## src/sv/sfta_pkg.sv

```systemverilog
// Shared types and constants of the strip and fan triangle assembler.
// No dependencies.

package sfta_pkg;

  localparam int MaxPrimVerts  = 1024;
  localparam int CoordFracBits = 16;
  localparam int ScaleShift    = CoordFracBits - 4;

  localparam int CoordW  = 16;
  localparam int TexW    = 13;
  localparam int CountW  = 11;
  localparam int ProdW   = CoordW + TexW;
  localparam int CfgIdxW = 1;

  localparam logic [CfgIdxW-1:0] RegTexWidth  = 1'b0;
  localparam logic [CfgIdxW-1:0] RegTexHeight = 1'b1;

  localparam logic [TexW-1:0] TexSizeReset = 13'd256;

  typedef enum logic [1:0] {
    OP_STRIP  = 2'd0,
    OP_FAN    = 2'd1,
    OP_VERTEX = 2'd2
  } op_e;

  typedef struct packed {
    logic [CoordW-1:0] u;
    logic [CoordW-1:0] v;
  } corner_t;

endpackage

```

## src/sv/sfta_scale.sv

```systemverilog
// Texture coordinate scaler: Q0.16 coordinate times skin size into Q12.4, saturating.
// Depends on sfta_pkg.

module sfta_scale (
  input  logic [sfta_pkg::CoordW-1:0] coord_i,
  input  logic [sfta_pkg::TexW-1:0]   size_i,
  output logic [sfta_pkg::CoordW-1:0] texel_o
);
  import sfta_pkg::*;

  logic [ProdW-1:0] prod;
  logic [ProdW-1:0] shifted;

  assign prod    = ProdW'(coord_i) * ProdW'(size_i);
  assign shifted = prod >> ScaleShift;

  // saturate when anything remains above the low 16 bits
  assign texel_o = (|shifted[ProdW-1:CoordW]) ? {CoordW{1'b1}} : shifted[CoordW-1:0];

endmodule

```

## src/sv/strip_fan_triangle_assembler.sv

```systemverilog
// Strip and fan to triangle list assembler, top level.
// Depends on sfta_pkg and sfta_scale.
//
// Usage:
//   Input channel (in_valid_i / in_ready_o) carries headers and vertices:
//   a strip or fan header opens a primitive of prim_count_i vertices (zero
//   ends the list), a vertex item carries s,t in Q0.16. From the third
//   vertex of a primitive on, each vertex yields one triangle on the output
//   channel (out_valid_o / out_ready_i) with three corners in Q12.4 texels.
//   Throughput: one transaction per cycle unless the receiver stalls.
//   A triangle passes from the input register, through scaling and corner
//   selection, into the output register, from which the receiver takes it.
//   The input register drains into the output register in the same cycle
//   the receiver takes the pending triangle, so a full pipeline still moves
//   one transaction per cycle. When the receiver stalls, the pending
//   triangle holds, one more item waits in the input register, and then
//   in_ready_o drops; items that give no triangle keep draining.
//   Reset clears the primitive state and sets both skin sizes to 256.
//   The user must write skin sizes through cfg_we_i / cfg_idx_i / cfg_data_i
//   only while the block is idle; the block itself does not enforce this.

module strip_fan_triangle_assembler (
  input  logic                          clk_i,
  input  logic                          rst_ni,
  input  logic                          cfg_we_i,
  input  logic [sfta_pkg::CfgIdxW-1:0]  cfg_idx_i,
  input  logic [sfta_pkg::TexW-1:0]     cfg_data_i,
  input  logic                          in_valid_i,
  output logic                          in_ready_o,
  input  logic [1:0]                    opcode_i,
  input  logic [sfta_pkg::CountW-1:0]   prim_count_i,
  input  logic [sfta_pkg::CoordW-1:0]   s_coord_i,
  input  logic [sfta_pkg::CoordW-1:0]   t_coord_i,
  output logic                          out_valid_o,
  input  logic                          out_ready_i,
  output logic [sfta_pkg::CoordW-1:0]   corner0_u_o,
  output logic [sfta_pkg::CoordW-1:0]   corner0_v_o,
  output logic [sfta_pkg::CoordW-1:0]   corner1_u_o,
  output logic [sfta_pkg::CoordW-1:0]   corner1_v_o,
  output logic [sfta_pkg::CoordW-1:0]   corner2_u_o,
  output logic [sfta_pkg::CoordW-1:0]   corner2_v_o
);
  import sfta_pkg::*;

  logic [TexW-1:0]   tex_w_q, tex_h_q;

  logic              s1_valid_q;
  logic [1:0]        s1_op_q;
  logic [CountW-1:0] s1_count_q;
  logic [CoordW-1:0] s1_s_q, s1_t_q;

  logic              fan_q, fan_d;
  logic [CountW-1:0] rem_q, rem_d;
  logic [1:0]        seen_q, seen_d;
  logic              odd_q, odd_d;
  corner_t           pivot_q, pivot_d;
  corner_t           older_q, older_d;
  corner_t           newer_q, newer_d;

  logic              out_valid_q;
  corner_t           c0_q, c1_q, c2_q, c0_d, c1_d, c2_d;

  logic [CoordW-1:0] cur_u, cur_v;
  corner_t           cur;
  logic              produce;
  logic              out_free;
  logic              advance;
  logic [CountW-1:0] count_clamped;

  sfta_scale u_scale_s (.coord_i(s1_s_q), .size_i(tex_w_q), .texel_o(cur_u));
  sfta_scale u_scale_t (.coord_i(s1_t_q), .size_i(tex_h_q), .texel_o(cur_v));

  assign cur = '{u: cur_u, v: cur_v};

  assign produce    = (s1_op_q == OP_VERTEX) && (rem_q != '0) && seen_q[1];
  assign out_free   = !out_valid_q || out_ready_i;
  assign advance    = s1_valid_q && (!produce || out_free);
  assign in_ready_o = !s1_valid_q || advance;

  assign count_clamped = (32'(s1_count_q) > 32'(MaxPrimVerts)) ?
                         CountW'(MaxPrimVerts) : s1_count_q;

  always_ff @(posedge clk_i or negedge rst_ni) begin
    if (!rst_ni) begin
      tex_w_q <= TexSizeReset;
      tex_h_q <= TexSizeReset;
    end else if (cfg_we_i) begin
      case (cfg_idx_i)
        RegTexWidth:  tex_w_q <= cfg_data_i;
        RegTexHeight: tex_h_q <= cfg_data_i;
        default: ;
      endcase
    end
  end

  always_ff @(posedge clk_i or negedge rst_ni) begin
    if (!rst_ni) begin
      s1_valid_q <= 1'b0;
    end else if (in_ready_o) begin
      s1_valid_q <= in_valid_i;
    end
  end

  always_ff @(posedge clk_i) begin
    if (in_ready_o && in_valid_i) begin
      s1_op_q    <= opcode_i;
      s1_count_q <= prim_count_i;
      s1_s_q     <= s_coord_i;
      s1_t_q     <= t_coord_i;
    end
  end

  always_comb begin
    fan_d   = fan_q;
    rem_d   = rem_q;
    seen_d  = seen_q;
    odd_d   = odd_q;
    pivot_d = pivot_q;
    older_d = older_q;
    newer_d = newer_q;
    c0_d    = cur;
    c1_d    = newer_q;
    c2_d    = older_q;
    if (fan_q) begin
      c2_d = pivot_q;
    end else if (!odd_q) begin
      c0_d = older_q;
      c2_d = cur;
    end
    case (s1_op_q)
      OP_STRIP, OP_FAN: begin
        fan_d  = (s1_op_q == OP_FAN);
        rem_d  = count_clamped;
        seen_d = '0;
        odd_d  = 1'b1;
      end
      OP_VERTEX: begin
        if (rem_q != '0) begin
          if (seen_q[1]) begin
            odd_d = !odd_q;
          end else begin
            if (seen_q == 2'd0) begin
              pivot_d = cur;
            end
            seen_d = seen_q + 2'd1;
          end
          older_d = newer_q;
          newer_d = cur;
          rem_d   = rem_q - CountW'(1);
        end
      end
      default: ;
    endcase
  end

  always_ff @(posedge clk_i or negedge rst_ni) begin
    if (!rst_ni) begin
      fan_q   <= 1'b0;
      rem_q   <= '0;
      seen_q  <= '0;
      odd_q   <= 1'b1;
      pivot_q <= '0;
      older_q <= '0;
      newer_q <= '0;
    end else if (advance) begin
      fan_q   <= fan_d;
      rem_q   <= rem_d;
      seen_q  <= seen_d;
      odd_q   <= odd_d;
      pivot_q <= pivot_d;
      older_q <= older_d;
      newer_q <= newer_d;
    end
  end

  always_ff @(posedge clk_i or negedge rst_ni) begin
    if (!rst_ni) begin
      out_valid_q <= 1'b0;
    end else if (advance && produce) begin
      out_valid_q <= 1'b1;
    end else if (out_ready_i) begin
      out_valid_q <= 1'b0;
    end
  end

  always_ff @(posedge clk_i) begin
    if (advance && produce) begin
      c0_q <= c0_d;
      c1_q <= c1_d;
      c2_q <= c2_d;
    end
  end

  assign out_valid_o = out_valid_q;
  assign corner0_u_o = c0_q.u;
  assign corner0_v_o = c0_q.v;
  assign corner1_u_o = c1_q.u;
  assign corner1_v_o = c1_q.v;
  assign corner2_u_o = c2_q.u;
  assign corner2_v_o = c2_q.v;

endmodule
```

## config.mk

```make
export PLATFORM = sky130hd
export DESIGN_NAME = strip_fan_triangle_assembler
export DESIGN_NICKNAME = d
export VERILOG_FILES = /design/src/sv/sfta_pkg.sv /design/src/sv/sfta_scale.sv /design/src/sv/strip_fan_triangle_assembler.sv
export SDC_FILE = /design/constraint.sdc
export NUM_CORES = 1
export LEC_CHECK = 0
export BUFFER_PORTS_ARGS = -buffer_cell sky130_fd_sc_hd__buf_2
export CAP_MARGIN = 20
export CORE_ASPECT_RATIO = 1.75
export CORE_MARGIN = 1.5
export CORE_UTILIZATION = 55
export CTS_BUF_LIST = sky130_fd_sc_hd__clkbuf_16
export CTS_CLUSTER_DIAMETER = 200
export CTS_CLUSTER_SIZE = 28
export DETAILED_ROUTE_END_ITERATION = 6
export PLACE_DENSITY = 0.76
export SLEW_MARGIN = 20
export SYNTH_ARGS = -nofsm -noshare
export SYNTH_HDL_FRONTEND = slang
export SYNTH_SLANG_ARGS = --single-unit
```

## constraint.sdc

```tcl
create_clock -name clk_i -period 5.3 [get_ports clk_i]
set_input_delay 1.06 -clock clk_i [delete_from_list [all_inputs] [get_ports clk_i]]
set_output_delay 1.06 -clock clk_i [all_outputs]
set_load 0.01 [all_outputs]
```

---- Word-level counts from Yosys, hierarchy flattened ----
Cells that the tools add are included.
word-level totals
  output and inout bits ................... 98
  flip-flop bits (word level) ............. 280
cells by class
  add/sub/neg operators ................... 2
  reductions and logical operators ........ 26
  equality and inequality tests ........... 5
  bitwise gates (word level) .............. 2
  multipliers ............................. 2
  $lt $le $gt $ge ......................... 1
  muxes and demuxes ....................... 17
operator list
  kind                     number
  $mux W32                 4
  $mul A16 B13 Y29         2
  $mux W16                 2
  $mux W11                 2
  $pmux W11 S2             1
  $gt A11 B11 Y1 const B   1
  $reduce_bool A11 Y1      1
  $sub A11 B1 Y11 const B  1
  $reduce_and A4 Y1        2
  $reduce_and A2 Y1        3
  $reduce_and A3 Y1        2
  $logic_and A1 B1 Y1      5
  $reduce_and A5 Y1        1
  $logic_not A1 Y1         4
  $logic_not A2 Y1         2
  $mux W1                  4
  $mux W2                  2
  $ne A2 B2 Y1 const B     2
  $pmux W2 S2              1
  $reduce_bool A2 Y1       2
  $logic_or A1 B1 Y1       3
  $add A2 B1 Y2 const B    1
  $eq A2 B1 Y1 const B     1
  $eq A2 B2 Y1 const B     1
  4 further kinds          5

---- Longest topological paths before layout ----
Gate-level depths: netlist (run 1).
  word-level depth ........................ 8
  mapped depth ............................ 25
  gate-level depth less buffers ........... 20

---- Hierarchy ----
From an unflattened synthesis (run 1), not the netlist that was laid out.
unflattened totals
  cell total of the unflattened synthesis .. 2227
  area total of the unflattened synthesis .. 24248.3 µm²
by module, submodules not included
  module                        area an instance (µm²)  times used  cells an instance
  strip_fan_triangle_assembler  10938.0                 1           672
  sfta_scale (u_scale_t)        6665.1                  1           775
  sfta_scale (u_scale_s)        6645.1                  1           780

---- Worst setup path after synthesis (run 1) ----
OpenSTA, ideal clock, no wires.
  kind .................................... register -> register
  start point ............................. reg tex_h_q[8]
  end point ............................... reg c2_q (netlist bit corner2_v_o[12]), data pin
  setup slack ............................. -279 ps
  cell stages (with the launch flop) ...... 21
  arrival ................................. 5309 ps
  required time ........................... 5030 ps
  path through ............................ dfstp_2 clkbuf_1 nand2_1 fa_1 inv_1 fa_1 fa_1 fa_1 inv_1 fa_1 inv_1 ha_1 a21oi_1 o21ai_1 a41oi_1 o31ai_4 a31oi_4 xnor2_4 buf_4 nor2_1 a21oi_1
RTL lines
  item                      RTL line                             source
  start: declaration        strip_fan_triangle_assembler.sv:45   logic [TexW-1:0] tex_w_q, tex_h_q;
  start signal: assignment  strip_fan_triangle_assembler.sv:86   tex_h_q <= TexSizeReset;
  start signal: assignment  strip_fan_triangle_assembler.sv:90   RegTexHeight: tex_h_q <= cfg_data_i;
  end signal: assignment    strip_fan_triangle_assembler.sv:190  c2_q <= c2_d;
  end: declaration          strip_fan_triangle_assembler.sv:61   corner_t c0_q, c1_q, c2_q, c0_d, c1_d, c2_d;

==> results of run 1 <==
timing repair:
item / CTS / global route
endpoints found under the setup margin: 128 / 128
gates cloned: 1 / 0
gates resized for setup: 241 / 128
pin swaps: 86 / 96
buffers inserted: 53 / 24
through the flow:
stage	setup WS, ns	util	TNS [ns]	std cells
6_report	-0.558	0.687	-50.65	3339
5_1_grt	-0.656	0.687	-66.82	3339
4_1_cts	-0.511	0.670	-48.69	3320
3_5_place_dp	-0.672	0.631	-51.40	3248
3_3_place_gp	-0.546	0.631	-39.34	3248
2_1_floorplan	-0.0102	-	-0.181	2370
logic make-up (layout without fill, tap and decap cells):
| kind of cell | Yosys count | after routing | share of synthesized area |
|---|---|---|---|
| buffers and inverters | 504 | 907 | 0.0808 |
| and+or+nand+nor | 714 | 714 | 0.143 |
| AOI/OAI and AO/OA | 333 | 333 | 0.0840 |
| muxes | 60 | 60 | 0.0281 |
| adders and majority gates | 447 | 447 | 0.330 |
| DFF | 280 | 280 | 0.322 |
| xor gates and xnor gates | 32 | 32 | 0.0125 |
registers in the layout, indices dropped and copies added (netlist names), 16 cells and up:
name,count
corner1_u_o,16
corner0_u_o,16
older_q,32
corner2_u_o,16
c1_d,32
corner2_v_o,16
s1_t_q,16
corner1_v_o,16
pivot_q,32
s1_s_q,16
corner0_v_o,16
worst register-to-register path, stage by stage (launching register included):
cell,delay (ns)
edfxtp_1,0.53
buf_4,0.19
buf_4,0.15
and2_1,0.16
fa_1,0.53
inv_1,0.05
fa_1,0.52
inv_1,0.07
fa_1,0.49
ha_1,0.32
fa_1,0.58
ha_4,0.23
a21oi_1,0.12
nand4_1,0.12
o22ai_2,0.31
o21a_1,0.23
o2111ai_2,0.15
o2111a_1,0.19
buf_6,0.16
buf_12,0.16
nor2_4,0.25
a21oi_2,0.08
placed cells by master (no fill, tap or decap), drive strengths merged, types with 10 or more instances in the layout:
master	instances
o22ai	31
xnor2	23
mux2	58
ha	141
fa	306
buf	489
nand2	270
o21ai	48
dfrtp	136
nor3	14
edfxtp	141
a21oi	165
a211oi	10
inv	404
and2	193
a31oi	15
nor2	174
a21o	11
nand4	14
clkbuf	13
worst max-delay path by stage:
stage,start,endpoint
4_1_cts,tex_w_q[8],corner2_u_o[1]
5_1_grt,s1_s_q[6],corner2_u_o[13]
6_report,s1_s_q[6],corner2_u_o[13]
3_3_place_gp,tex_h_q[1],corner0_v_o[11]
3_5_place_dp,tex_h_q[8],corner0_v_o[11]
2_1_floorplan,tex_h_q[1],corner2_v_o[8]
routing by layer:
layer,track usage,part of all wire
met1,0.281,0.32
met5,0,0
met2,0.589,0.56
met3,0.0172,0.025
met4,0.247,0.094
area by class of cell:
cell class                      instances  area, sq um  share of cell area
Timing Repair Buffer                  489         3600               0.121
Clock inverter                          9         38.8             0.00131
Inverter                              396         1490              0.0501
Sequential cell                       280         7740               0.261
Multi-Input combinational cell       1586        15800               0.531
Tap cell                              566          708              0.0239
Clock buffer                           13          325              0.0110
==> summary.md, run 1 <==
| Metric | Value |
|---|---|
| Outcome | `finished, violations left` |
| Violated checks | `setup timing` |
| Layout area overhead | `23.9%` |
| Signal arrival time at the worst endpoint | `6.11 ns` |
| Final hold vios | `0` |
| Nets | `3277` |
| DR WL/cell | `19.8 microns` |
| Detailed Routing Iterations Pass 1 | `5` |
| Worst-margin pin slew | `0.994 ns` |
| Clock Tree Root | `clkbuf_16` |
| Worst path max stage delay | `0.57 ns` |
| TritonCTS clock tree | `done` |
| Final instance area | `0.0297 sq mm` |
| # H-tree levels | `1` |
| Area share of the largest cell type after synthesis | `0.256` |
| Synth Warn # | `0` |
| Hold_sp | `c1_d[0]` |
| Yosys cell types | `66` |
| Vias in the first global route | `21100` |
| Die Height | `279 microns` |
| Synth cell count leaders | `395 x inv_1, 306 x fa_1, 270 x nand2_1` |
| Post-synthesis register bit count | `280` |
| Via count | `18600` |
| Ports | `162` |
| Crit Path Class | `reg2reg` |
| Gr usage total | `0.301` |
| Ys async rst share | `0.496` |
| Num CTS Buffers | `13` |
| Reg2Reg Launch Point | `s1_s_q[6]` |
| Crit path capture type | `flip-flop` |
| Worst hold stages | `0` |
| # rows | `101` |
| Count leader, synth | `inv_1` |
| Fill cells | `3263` |
| Routed WL | `66200 microns` |
| Synth area leader | `fa_1` |
| CP max-delay cell | `fa_1` |
| Clk Latency, worst-skew pair | `0.55 ns` |
| Reg2Reg Depth | `21` |
| Critical path required time | `5.56 ns` |
| Sequential area share after synthesis | `0.322` |
| Post-route ant nets | `0` |
| Hold WC Path Type | `reg2reg` |
| HPWL after detailed placement | `51100 microns` |
| Synth Area per Inst | `10.1 sq um` |
| Initial core utilization | `0.554` |
| Number of enable flip-flop cells after synthesis | `141` |
| Primary FF master, synth | `edfxtp_1` |
| CP bufs+invs | `6` |
| Pin count of the biggest net entering global routing | `108` |
| Slew Limit Fails | `0` |
| Clock skew | `0.0479 ns` |
| Layout cells sized above 1 | `0.317` |
| Slew headroom | `0.337` |
| RSZ-0062 raised after global routing | `true` |
| Die ar. | `0.0448 sq mm` |
| Crit path cell chain | `buf_4 -> buf_4 -> and2_1 -> fa_1 -> inv_1 -> fa_1 -> inv_1 -> fa_1 -> ha_1 -> fa_1 -> ha_4 -> a21oi_1 -> nand4_1 -> o22ai_2 -> o21a_1 -> o2111ai_2 -> o2111a_1 -> buf_6 -> buf_12 -> nor2_4 -> a21oi_2` |
| Antenna violations before repair | `0` |
| Worst hold margin | `0.478 ns` |
| Mapped Cells | `2370` |
| Post-CTS Hold Buffers | `0` |
| # Max-Cap Violations | `0` |
| DRC viols | `0` |
| R2R setup slack | `-0.56 ns` |
| Core box area | `0.0432 sq mm` |
| Worst reg2reg path endpoint | `corner2_u_o[13]` |
| Syn Nets | `2881` |
| Min Tclk post-route | `5.86 ns` |
| FMAX | `171 MHz` |
| CP top delay family | `adder cells` |
| Startpoint types | `flip-flop` |
| Global route overflow | `0` |
| Clk buf depth | `3` |
| Antenna Cells | `0` |
| WP depth | `21` |
| Ranking of synthesized cells by area | `fa_1 26%, edfxtp_1 18%, dfrtp_1 14%` |
| First-pass GRT wire length | `104000 microns` |
| # setup viols final | `128` |
| Port Buffers | `161` |
| CP dominant cell by count | `fa_1` |
| Synthesized cell area | `0.0239 sq mm` |
| Hold Path Sink | `corner1_v_o[0]` |
| Placed inst area | `0.0273 sq mm` |
| Tcrit/Tclk final | `1.11` |
| Max Fanout on Critical Path | `8` |
| Initial DRC Count | `887` |
| RD Place Congestion | `0.970` |
| Worst setup margin | `-0.558 ns` |
| CTS clk-pin slew, worst paths | `0.13 ns` |
| Die W | `161 microns` |
| Vias per inst | `5.56` |
| Clk sinks | `280` |
Power of run 1 is not shown: default switching activity piles up to over one toggle a cycle in this logic, so the estimate is an artifact.
==> run 2: changes to the inputs <==
--- a/config.mk
+++ b/config.mk
@@ -5,16 +5,15 @@
 export SDC_FILE = /design/constraint.sdc
 export NUM_CORES = 1
 export LEC_CHECK = 0
-export BUFFER_PORTS_ARGS = -buffer_cell sky130_fd_sc_hd__buf_2
 export CAP_MARGIN = 20
 export CORE_ASPECT_RATIO = 1.75
 export CORE_MARGIN = 1.5
-export CORE_UTILIZATION = 55
+export CORE_UTILIZATION = 24
 export CTS_BUF_LIST = sky130_fd_sc_hd__clkbuf_16
 export CTS_CLUSTER_DIAMETER = 200
 export CTS_CLUSTER_SIZE = 28
 export DETAILED_ROUTE_END_ITERATION = 6
-export PLACE_DENSITY = 0.76
+export DONT_BUFFER_PORTS = 1
 export SLEW_MARGIN = 20
 export SYNTH_ARGS = -nofsm -noshare
 export SYNTH_HDL_FRONTEND = slang
==> summary.md, run 2 (synthesized netlist as in run 1, its figures left out) <==
| Metric | Value |
|---|---|
| Layout cells sized above 1 | `0.293 (-0.0245)` |
| First-pass GRT wire length | `105000 microns (+0.88%)` |
| Die ar. | `0.102 sq mm (+130%)` |
| Worst setup margin | `-0.446 ns (+0.112 ns)` |
| Gr usage total | `0.134 (-0.167)` |
| Post-route ant nets | `0 (unchanged)` |
| Critical path required time | `5.70 ns (+0.14 ns)` |
| Vias in the first global route | `18800 (-11%)` |
| # setup viols final | `128 (unchanged)` |
| Final hold vios | `0 (unchanged)` |
| Reg2Reg Launch Point | `tex_w_q[8]` |
| Tcrit/Tclk final | `1.08 (-0.0211)` |
| RD Place Congestion | `0.897 (-7.5%)` |
| RSZ-0062 raised after global routing | `true` |
| Finished Layout Cells | `3963 (+19%)` |
| Clk buf depth | `3 (unchanged)` |
| Num CTS Buffers | `14 (+1)` |
| Commonest non-fill, non-tap cell in the layout | `inv_1` |
| Layout area overhead | `27.3%` |
| CP dominant cell by count | `fa_1` |
| CP max-delay cell | `fa_1` |
| Initial DRC Count | `609 (-31%)` |
| Signal arrival time at the worst endpoint | `6.15 ns (+0.04 ns)` |
| Die Height | `421 microns (+51%)` |
| Max Fanout on Critical Path | `8 (unchanged)` |
| Startpoint types | `flip-flop` |
| Pre-CTS setup slack | `-0.659 ns (+0.0126 ns)` |
| GR Util met2 | `0.282 (-0.307)` |
| Met1 global-route usage | `0.122 (-0.159)` |
| Global route overflow | `0 (unchanged)` |
| Reg2Reg Depth | `22 (+4.8%)` |
| Commonest non-fill, non-tap cells in the layout | `379 x inv_1, 295 x fa_1, 256 x nand2_1, 253 x buf_4, 169 x and2_1` |
| Setup crit end | `corner0_u_o[0]` |
| Vias per inst | `4.43 (-20%)` |
| Crit path capture type | `flip-flop` |
| # H-tree levels | `1 (unchanged)` |
| FMAX | `174 MHz (+1.9%)` |
| TritonCTS clock tree | `done` |
| Clock skew | `0.0268 ns (-0.0211 ns)` |
| Worst path max stage delay | `0.58 ns (about the same)` |
| Clock Tree Root | `clkbuf_16` |
| CTS clk-pin slew, worst paths | `0.12 ns (about the same)` |
| Final core occ | `0.307 (-0.379)` |
| Post-CTS Hold Buffers | `0 (unchanged)` |
| Slew Limit Fails | `0 (unchanged)` |
| DR WL/cell | `17.6 microns (-11%)` |
| Worst-margin pin slew | `0.914 ns (-0.0796 ns)` |
| Worst reg2reg path endpoint | `corner0_u_o[0]` |
| Initial core utilization | `0.241 (-0.312)` |
| Clk sinks | `280 (unchanged)` |
| Routed WL | `69800 microns (+5.3%)` |
| Pin count of the biggest net entering global routing | `140 (+30%)` |
| Violated checks | `setup timing` |
| GRT met3 Usage | `0.0156 (-0.00159)` |
| Gr busiest metal | `met2` |
| Crit path launch | `tex_w_q[8]` |
| Outcome | `finished, violations left` |
| Min Tclk post-route | `5.75 ns (-0.112 ns)` |
| Nets | `3142 (-4.1%)` |
| Hold WC Path Type | `in2async` |
| Via count | `17600 (-5.4%)` |
| DRC viols | `0 (unchanged)` |
| Antenna violations before repair | `13 (+13)` |
| Core box area | `0.0992 sq mm (+130%)` |
| Port Buffers | `0 (-100%)` |
| Detailed Routing Iterations Pass 1 | `5 (unchanged)` |
| Crit Path Class | `reg2reg` |
| Die W | `242 microns (+50%)` |
| Ports | `162 (unchanged)` |
| HPWL after detailed placement | `56100 microns (+9.7%)` |
| Slew headroom | `0.391 (+0.0530)` |
| Clk Latency, worst-skew pair | `0.55 ns (about the same)` |
| # Max-Cap Violations | `0 (unchanged)` |
| Placed cells | `3853 (+19%)` |
| # rows | `153 (+51%)` |
| Crit path cell chain | `buf_12 -> nand2_2 -> fa_1 -> inv_2 -> fa_1 -> fa_1 -> fa_1 -> inv_1 -> fa_1 -> inv_2 -> ha_4 -> and3_4 -> nand2_4 -> or2_4 -> o21a_4 -> o2111ai_4 -> o2111a_2 -> buf_12 -> buf_6 -> buf_6 -> nor2_4 -> a21oi_2` |
| R2R setup slack | `-0.45 ns (+0.11 ns)` |
## run 2: critical path, delay by kind of cell (launching register included)
kind	cells	cell delay (ns)
DFF	1	0.57
buffers and inverters	7	0.66
and+or+nand+nor	5	0.59
AOI/OAI and AO/OA	4	0.88
adders and majority gates	6	2.86
## run 2: worst min path at each step
stage          startpoint         endpoint  depth (start not counted)  slack, ns
2_1_floorplan    c1_d[16]   corner1_u_o[0]                          0       0.44
3_3_place_gp     c1_d[10]  corner1_v_o[10]                          0       0.45
3_5_place_dp      c1_d[4]   corner1_v_o[4]                          0       0.46
4_1_cts            rst_ni      pivot_q[28]                          0       0.16
5_1_grt            rst_ni         c1_d[26]                          0       0.18
6_report           rst_ni         c1_d[11]                          0       0.21
## run 2: final cells by class
| class | instances | area [sq um] |
|---|---|---|
| multi-input cells | 1586 | 15900 |
| clock inverters | 9 | 56.3 |
| inverters | 396 | 1490 |
| fillers | 10200 | 68700 |
| repair buffers | 353 | 3230 |
| flip-flops and latches | 280 | 7730 |
| clock buffers | 15 | 375 |
| diodes | 7 | 17.5 |
| well taps | 1317 | 1650 |
## run 2: what timing repair did
action / in CTS / in global routing
buffers inserted: 50 / 35
pin swaps: 124 / 93
cloned: 0 / 2
resized for setup: 220 / 195
endpoints found under the setup margin: 128 / 128
## run 2: stage by stage
step	cell area [sq um]	TNS [ns]	hold slack (ns)
finish	30500	-38.03	0.211
global route	30500	-61.00	0.179
CTS	29400	-37.88	0.155
detailed placement	27600	-53.01	0.455
global placement	27600	-49.21	0.455
floorplan	24300	-0.181	0.442
## run 2: routing by layer
layer | vias up | part of all wire | wire length [microns]
met5 | - | 0.00043 | 30
met4 | 6 | 0.059 | 4130
met3 | 172 | 0.031 | 2200
met2 | 334 | 0.58 | 40600
met1 | 8991 | 0.33 | 22900
li1 | 8057 | - | -
Power of run 2 is left out for the same reason.
==> run 3: changes to the inputs <==
--- a/config.mk
+++ b/config.mk
@@ -7,7 +7,6 @@
 export LEC_CHECK = 0
 export CAP_MARGIN = 20
 export CORE_ASPECT_RATIO = 1.75
-export CORE_MARGIN = 1.5
 export CORE_UTILIZATION = 24
 export CTS_BUF_LIST = sky130_fd_sc_hd__clkbuf_16
 export CTS_CLUSTER_DIAMETER = 200
==> summary.md, run 3 (synthesized netlist as in run 1, its figures left out) <==
| Metric | Value |
|---|---|
| Outcome | `finished, violations left` |
| Violated checks | `setup timing` |
| Num CTS Buffers | `14 (unchanged)` |
| # H-tree levels | `1 (unchanged)` |
| Commonest non-fill, non-tap cells in the layout | `380 x inv_1, 290 x buf_4, 289 x fa_1, 264 x nand2_1, 173 x and2_1` |
| HPWL after detailed placement | `55800 microns (-0.60%)` |
| Die Height | `420 microns (-0.24%)` |
| Commonest non-fill, non-tap cell in the layout | `inv_1` |
| # setup viols final | `128 (unchanged)` |
| Pin count of the biggest net entering global routing | `140 (unchanged)` |
| Detailed Routing Iterations Pass 1 | `5 (unchanged)` |
| Clock skew | `0.0358 ns (+0.00906 ns)` |
| Reg2Reg Launch Point | `s1_t_q[5]` |
| Worst-margin pin slew | `0.981 ns (+0.0668 ns)` |
| Core box area | `0.0985 sq mm (-0.65%)` |
| Worst setup margin | `-0.499 ns (-0.0523 ns)` |
| Clk buf depth | `3 (unchanged)` |
| Antenna violations before repair | `13 (unchanged)` |
| # Max-Cap Violations | `0 (unchanged)` |
| Routed WL | `69200 microns (-0.80%)` |
| DRC viols | `0 (unchanged)` |
| Signal arrival time at the worst endpoint | `6.07 ns (-0.08 ns)` |
| Clk Latency, worst-skew pair | `0.54 ns (about the same)` |
| Port Buffers | `0 (unchanged)` |
| Gr usage total | `0.139 (+0.00519)` |
| Clk sinks | `280 (unchanged)` |
| DR WL/cell | `17.4 microns (-0.95%)` |
| Nets | `3160 (+0.57%)` |
| Die W | `241 microns (-0.41%)` |
| Die ar. | `0.101 sq mm (-0.65%)` |
| Initial core utilization | `0.243 (+0.00159)` |
| Initial DRC Count | `657 (+7.9%)` |
| Clock Tree Root | `clkbuf_16` |
| RD Place Congestion | `0.852 (-5.0%)` |
| Slew Limit Fails | `0 (unchanged)` |
| Min Tclk post-route | `5.80 ns (+0.0523 ns)` |
| FMAX | `172 MHz (-0.90%)` |
| Tcrit/Tclk final | `1.09 (+0.00986)` |
| R2R setup slack | `-0.50 ns (-0.05 ns)` |
| Reg2Reg Depth | `23 (+4.5%)` |
| Post-route ant nets | `0 (unchanged)` |
| Layout area overhead | `25.9%` |
| Layout cells sized above 1 | `0.283 (-0.00989)` |
| RSZ-0062 raised after global routing | `true` |
| First-pass GRT wire length | `107000 microns (+1.6%)` |
| Startpoint types | `flip-flop` |
| Vias per inst | `4.40 (-0.67%)` |
| CTS clk-pin slew, worst paths | `0.12 ns (about the same)` |
| Post-CTS Hold Buffers | `0 (unchanged)` |
| Ports | `162 (unchanged)` |
| Via count | `17500 (-0.52%)` |
| # rows | `152 (-0.65%)` |
| Vias in the first global route | `19000 (+1.4%)` |
| TritonCTS clock tree | `done` |
| Crit path capture type | `flip-flop` |
| Final hold vios | `0 (unchanged)` |
| Crit Path Class | `reg2reg` |
| Max Fanout on Critical Path | `7 (-1)` |
| Critical path required time | `5.57 ns (-0.13 ns)` |
| Worst reg2reg path endpoint | `corner2_v_o[10]` |
| Worst hold margin | `0.221 ns (+0.0101 ns)` |
| Slew headroom | `0.346 (-0.0445)` |
| Global route overflow | `0 (unchanged)` |
| Hold WC Path Type | `in2async` |
run 3: cell count changes in the layout (fill, tap and decap cells not counted), sizes merged:
cell    delta
buf       +19
clkbuf     -1
diode      -4
run 3: area by class of cell:
type / instances / area, sq um
flip-flops and latches: 280 / 7730
well taps: 1309 / 1640
clock inverters: 9 / 57.6
diodes: 3 / 7.51
fillers: 10200 / 68400
clock buffers: 15 / 375
inverters: 396 / 1490
repair buffers: 371 / 3220
multi-input cells: 1586 / 15600
run 3: critical path, cell delays in order, from the launching register on:
cell	delay, ns
edfxtp_1	0.43
buf_4	0.18
buf_6	0.13
and2_1	0.15
fa_1	0.55
fa_1	0.44
fa_1	0.50
fa_1	0.49
inv_1	0.05
fa_1	0.47
inv_1	0.06
ha_4	0.23
a21oi_4	0.13
o21ai_2	0.08
buf_6	0.12
a211oi_4	0.32
o31ai_4	0.12
buf_6	0.15
a31oi_4	0.18
xnor2_4	0.15
buf_4	0.18
a41oi_2	0.20
buf_6	0.17
a21oi_2	0.05
run 3: what timing repair did:
action	CTS	global route
gates resized for setup	229	131
pin swaps	81	118
buffers inserted	48	38
cloned	2	0
setup endpoints to repair	128	128
run 3: worst max-delay path by stage:
stage                          start              end  cells after the start
after floorplan           tex_h_q[1]   corner2_v_o[8]                     21
after global placement     s1_t_q[7]  corner0_v_o[11]                     23
after detailed placement   s1_t_q[9]  corner0_v_o[11]                     20
after CTS                  s1_t_q[5]  corner0_v_o[14]                     21
after global routing      s1_t_q[10]   corner2_v_o[0]                     20
final                      s1_t_q[5]  corner2_v_o[10]                     23
run 3: through the flow:
step	cells	cell area, sq um	util	TNS [ns]	setup slack [ns]
2_1_floorplan	2370	24300	-	-0.181	-0.0102
3_3_place_gp	3859	27700	0.281	-54.37	-0.825
3_5_place_dp	3859	27700	0.281	-61.25	-0.911
4_1_cts	3932	29400	0.299	-45.37	-0.475
5_1_grt	3967	30100	0.306	-64.82	-0.634
6_report	3969	30100	0.306	-43.99	-0.499
run 3: per-layer routing:
| layer | track usage | routed length, microns | vias to the layer above |
|---|---|---|---|
| li1 | - | - | 8104 |
| met1 | 0.127 | 22600 | 8830 |
| met2 | 0.287 | 40400 | 347 |
| met3 | 0.0154 | 1990 | 175 |
| met4 | 0.0764 | 4150 | 12 |
| met5 | 0 | 75 | - |
Power of run 3 is left out for the same reason.
